==> src/rtl/sfra_pkg.sv <==
// ----------------------------------------------------------------------------
// sfra_pkg
// shared sizes, command and status types of the sorted free-run slot allocator
// ----------------------------------------------------------------------------
package sfra_pkg;

   localparam int unsigned POOL_SLOTS  = 4096;
   localparam int unsigned SLOT_W      = $clog2(POOL_SLOTS);
   localparam int unsigned END_W       = $clog2(POOL_SLOTS + 1);
   localparam int unsigned IDX_W       = 12;
   localparam int unsigned CNT_W       = 12;
   localparam int unsigned REQ_TDATA_W = 16;
   localparam int unsigned RSP_TDATA_W = 32;

   typedef struct packed {
      logic clr_step;
      logic accept;
      logic alloc_upd;
      logic free_chk;
      logic walk_rend;
      logic walk_link;
      logic fin;
      logic load_rsp;
   } cmd_type;

   typedef struct packed {
      logic clr_done;
      logic bad;
      logic front;
      logic walk_more;
      logic rsp_free;
   } sts_type;

endpackage

==> src/rtl/sfra_ctrl.sv <==
// ----------------------------------------------------------------------------
// sfra_ctrl
// sequencer for clearing, allocate, free check, run walk and result hand-off
// ----------------------------------------------------------------------------
module sfra_ctrl (
   input  logic              clock,
   input  logic              reset,
   input  logic              req_tvalid,
   output logic              req_tready,
   input  logic              req_tuser,
   input  sfra_pkg::sts_type sts,
   output sfra_pkg::cmd_type cmd
);
   import sfra_pkg::*;

   typedef enum logic [7:0] {
      S_CLEAR = 8'b0000_0001,
      S_IDLE  = 8'b0000_0010,
      S_ALLOC = 8'b0000_0100,
      S_FCHK  = 8'b0000_1000,
      S_WRUN  = 8'b0001_0000,
      S_WLINK = 8'b0010_0000,
      S_FIN   = 8'b0100_0000,
      S_RESP  = 8'b1000_0000
   } state_type;

   state_type state_ff;
   state_type state_in;

   always_comb begin
      cmd      = '0;
      state_in = state_ff;
      unique case (state_ff)
         S_CLEAR: begin
            cmd.clr_step = 1'b1;
            if (sts.clr_done) begin
               state_in = S_IDLE;
            end
         end
         S_IDLE: begin
            cmd.accept = req_tvalid;
            if (req_tvalid) begin
               state_in = req_tuser ? S_FCHK : S_ALLOC;
            end
         end
         S_ALLOC: begin
            cmd.alloc_upd = 1'b1;
            state_in      = S_RESP;
         end
         S_FCHK: begin
            cmd.free_chk = 1'b1;
            state_in     = (sts.bad || sts.front) ? S_RESP : S_WRUN;
         end
         S_WRUN: begin
            cmd.walk_rend = 1'b1;
            state_in      = S_WLINK;
         end
         S_WLINK: begin
            cmd.walk_link = 1'b1;
            state_in      = sts.walk_more ? S_WRUN : S_FIN;
         end
         S_FIN: begin
            cmd.fin  = 1'b1;
            state_in = S_RESP;
         end
         S_RESP: begin
            cmd.load_rsp = sts.rsp_free;
            if (sts.rsp_free) begin
               state_in = S_IDLE;
            end
         end
         default: begin
            state_in = S_IDLE;
         end
      endcase
   end

   always_ff @(posedge clock) begin
      if (reset) begin
         state_ff <= S_CLEAR;
      end else begin
         state_ff <= state_in;
      end
   end

   assign req_tready = state_ff == S_IDLE;

endmodule

==> config.mk <==
export PLATFORM = sky130hd
export DESIGN_NAME = sfra_ctrl
export DESIGN_NICKNAME = d
export VERILOG_FILES = /design/src/rtl/sfra_pkg.sv /design/src/rtl/sfra_ctrl.sv
export SDC_FILE = /design/constraint.sdc
export NUM_CORES = 1
export LEC_CHECK = 0
export BUFFER_PORTS_ARGS = -buffer_cell sky130_fd_sc_hd__buf_2
export CELL_PAD_IN_SITES_DETAIL_PLACEMENT = 0
export CELL_PAD_IN_SITES_GLOBAL_PLACEMENT = 1
export CORE_UTILIZATION = 35
export CTS_BUF_LIST = sky130_fd_sc_hd__clkbuf_16
export DETAILED_ROUTE_END_ITERATION = 8
export PLACE_DENSITY = 0.74
export SLEW_MARGIN = 5
export SYNTH_ARGS = -nofsm -noshare
export SYNTH_HDL_FRONTEND = slang
export SYNTH_SLANG_ARGS = --single-unit
==> constraint.sdc <==
create_clock -name clock -period 5.2 [get_ports clock]
set_clock_uncertainty 0.15 [all_clocks]
set_input_delay 0.52 -clock clock [delete_from_list [all_inputs] [get_ports clock]]
set_output_delay 0.52 -clock clock [all_outputs]
set_load 0.005 [all_outputs]
# Word level (Yosys, flattened, before mapping)

Cells that the tools add are included.

Bits in registers: 8
Input bits: 9
Output and inout port bits: 9
Word-level logic and storage cells: 30

Eq/ne operators: 11
Mux-type cells: 15
Reductions and logical operators: 3

Operator list:

| operator                                                         | count |
|---|---|
| 8-bit case mux with 7 select lines                               | 1 |
| 8-bit 2-to-1 mux                                                 | 4 |
| 8-bit by 1-bit == test with 1-bit output (second input constant) | 1 |
| 8-bit by 2-bit == test with 1-bit output (second input constant) | 1 |
| 8-bit by 3-bit == test with 1-bit output (second input constant) | 1 |
| 8-bit by 4-bit == test with 1-bit output (second input constant) | 1 |
| 8-bit by 5-bit == test with 1-bit output (second input constant) | 1 |
| 8-bit by 6-bit == test with 1-bit output (second input constant) | 1 |
| 8-bit by 7-bit == test with 1-bit output (second input constant) | 1 |
| 8-bit == test (second input constant)                            | 1 |
| 1-bit 2-to-1 mux                                                 | 8 |
| 7-bit 2-to-1 mux                                                 | 1 |
| 2-bit != test (second input constant)                            | 3 |
| 4-bit 2-to-1 mux                                                 | 1 |
| 3-bit AND reduction                                              | 1 |
| 2-bit OR reduction                                               | 1 |
| 1-bit logical OR                                                 | 1 |

# Logic depth before layout (Yosys ltp)

Word-level depth: 3
Gate-level depth with buffers: 6

# Worst setup path before layout

No wires, ideal clock.

Path kind: reg-to-output
Start: register state_ff[2]
End: output cmd[6] (netlist bit)
Arrival time: 1.390 ns
Data required time: 4.530 ns
Path slack: 3.140 ns
Cell stages (with the launch flop): 6
Cell sequence: dfxtp_1 -> buf_6 -> or4b_4 -> nor3b_4 -> nand2_1 -> inv_1

RTL lines:

| item                   | line            | text |
|---|---|---|
| start, declared        | sfra_ctrl.sv:27 | `state_type state_ff;` |
| start signal, assigned | sfra_ctrl.sv:82 | `state_ff <= state_in;` |
| end, declared          | sfra_ctrl.sv:12 | `output sfra_pkg::cmd_type cmd` |

==> results.md <==
* Status: finished, final reports clean
* Slew Limit Fails at 0
* Wire per inst at around 12 um
* Antenna violations before repair at 0
* Min Clock Period, post-route at roughly 2.4 ns
* Fraction of registers with async set/reset at 0%
* Largest net degree at the start of global routing at 10
* CTS tree: done
* WP buf/inv at 2
* Mean post-synth cell area at between 8 and 9 um2
* Reg clk slew, reported paths at about 0.04 ns
* Site Rows at 13
* WL final at 1.04 mm
* Routability cong. at between 0.8 and 0.9
* CORE AREA at around 1300 um2
* Register with the most flip-flops: state_ff
* Area share of xor/xnor cells in the synthesized design at 5.25%
* Fmax at 421 MHz
* Congestion Overflow GR at 0
* Worst reg2reg startpoint: state_ff[2]
* Cell breakdown of the critical path: or4b_4 > nor3b_4 > nand2_1 > inv_1 > buf_2
* Placed cell area at 582 um2
* Reg area at about 160 um2
* Root Buffer: clkbuf_16
* # port buffers at 17
* Levels on crit path at 5
* CP Launch Point: state_ff[2]
* Slew of the pin with the lowest slew margin at ~0.45 ns
* CTS Hold Bufs at 0
* Ports at 18
* CTS Buf Count at 3
* Hold crit path type: in -> reg
* Crit end category: output port
* Slowest CP cell: or4b_4
* EDFF count, synth at 0
* Setup crit start kind: register
* DP HPWL at roughly 800 um
* Worst EP required at about 4.5 ns
* Max incr delay on CP at 0.58 ns
* Slew margin rel. at a little over two thirds
* Iteration-0 DRC Markers at 0
* H-tree level count at 1
* Mux cell area share after synthesis at 0%
* Post-synth cell types at 26
* # DRC at 0
* Synth area leader: dfxtp_1
* Mapped cell area at 500 um2
* Worst path top cell family by delay: simple AND/OR/NAND/NOR gates
* Top-area cell type share of the netlist area at around 32%
* Footprint of the multi-input gates at around 300 um2
* Final Instance Area at ~660 um2
* Commonest cells post-synth: dfxtp_1 (8), nor2_1 (7), inv_1 (5)
* Adder-Cell Fraction of Synth Area at 0%
* Fin. Hold Viols at 0
* Power per cell area at 325 nW/um2
* RSZ-0062 raised after global routing: false
* Critical Path End: cmd[6]
* Chip width at approximately 40 um
* Maxcap violations at 0
* R2R depth at 4
* Largest regs: state_ff (8)
* Setup Fix Bufs, Post-CTS at 0
* # setup viols final at 0
* YS warnings at 0
* All-layer global routing usage at between 10% and 20%
* Antenna viol nets, final at 0
* Sink Count at 8
* Area contributors post-synth: dfxtp_1 (32%), nor2_1 (5.3%), xor2_1 (5.2%), buf_6 (4.5%), nor3b_1 (4.5%)
* Yosys reg bits at 8
* Register area share after synthesis at approximately 32%
* Vias at 452
* Post-synthesis compound-gate area fraction at 10.8%
* Layout cells sized above 1 at about a third
* Largest family of logic cells by synthesized area: simple AND/OR/NAND/NOR gates
* Total negative slack at 0 ns
* Leakage power at approximately 0.33 nW
* Final period util at between 40% and 50%
* Count leader, synth: dfxtp_1
* Nets at 86
* Vias per cell at approximately 5
* Layout overhead on the synthesized area at 31.3%
* DR pass1 iterations at 1
* Setup CP Type: reg -> out
* Hold Crit Depth at 2
* Critical Path Fanout Max at 9
* Antenna cells at 0
* Clk_lat worst skew at 0.23 ns
* Max reg flops at 8
* Clock tree buffer depth at 2
* Simple-gate area share of the yosys netlist at a little over two fifths
* Post-synth top flop: dfxtp_1
* Crit path DAT at 1.71 ns
* Max VDD drop at approximately 0.22 mV
* Syn nets at 66
* Number of global-route vias before repair at 395
* Starting Density at between 30% and 40%
* Cells after Synth at 57
* Fill count at between 100 and 150
* Worst reg2reg endpoint: state_ff[1]
* Die height at about 40 um
* Die area at roughly 1600 um2
* First-pass GRT wire length at around 1.6 mm
* Reg2Reg Setup Slack at between 3 and 4 ns
* Post-CTS resize count at 0
==> area by class of cell <==
| type | count | share of cell area (%) |
|---|---|---|
| flip-flops and latches | 8 | 24.4 |
| multi-input cells | 42 | 45.5 |
| inverters | 5 | 2.86 |
| clock buffers | 3 | 11.4 |
| repair buffers | 17 | 13.0 |
| well taps | 15 | 2.86 |
==> layer usage <==
metal / track usage [%] / vias up / part of all wire (%)
li1: - / 241 / -
met1: 21.0 / 196 / 49
met2: 24.6 / 15 / 45
met3: 10.2 / 0 / 5.8
met4: 0 / 0 / 0
met5: 0 / - / 0
==> cells by family (layout without fill, tap and decap cells) <==
group	Yosys count	in the layout
AOI/OAI and AO/OA	7	7
xor gates and xnor gates	3	3
buffers and inverters	7	25
DFF	8	8
and+or+nand+nor	32	32
==> metrics by stage <==
step           hold WS (ns)  util (%)  total power [mW]  worst slack, ns  std cells
6_report              0.320      49.9             0.213             2.82         90
5_1_grt               0.324      49.9             0.223             2.71         90
4_1_cts               0.316      49.9             0.216             2.80         90
3_5_place_dp          0.553      44.2            0.0855             3.06         87
3_3_place_gp          0.549      44.2            0.0854             3.08         87
2_1_floorplan         0.439         -            0.0779             3.14         57
==> placed cells by master, fill, tap and decap left out, drive strengths merged, types with 3 or more instances in the layout <==
cell type,count
nor3b,5
xor2,3
nor3,5
and4b,3
nand3,3
buf,17
inv,5
clkbuf,3
dfxtp,8
nor2,7
==> where the power goes <==
group	internal, mW	total, mW	switching, mW
clock	0.0991	0.129	0.0298
sequential	0.0635	0.0662	0.00270
combinational	0.00949	0.0181	0.00865
==> worst min-delay path by stage <==
stage | start | to | slack (ns)
final | req_tuser | state_ff[2] | 0.32
after global routing | req_tuser | state_ff[2] | 0.32
after CTS | sts[1] | state_ff[6] | 0.32
after detailed placement | sts[1] | state_ff[6] | 0.55
after global placement | sts[1] | state_ff[6] | 0.55
after floorplan | req_tuser | state_ff[2] | 0.44
No activity file was read; power rests on OpenSTA's default activity.
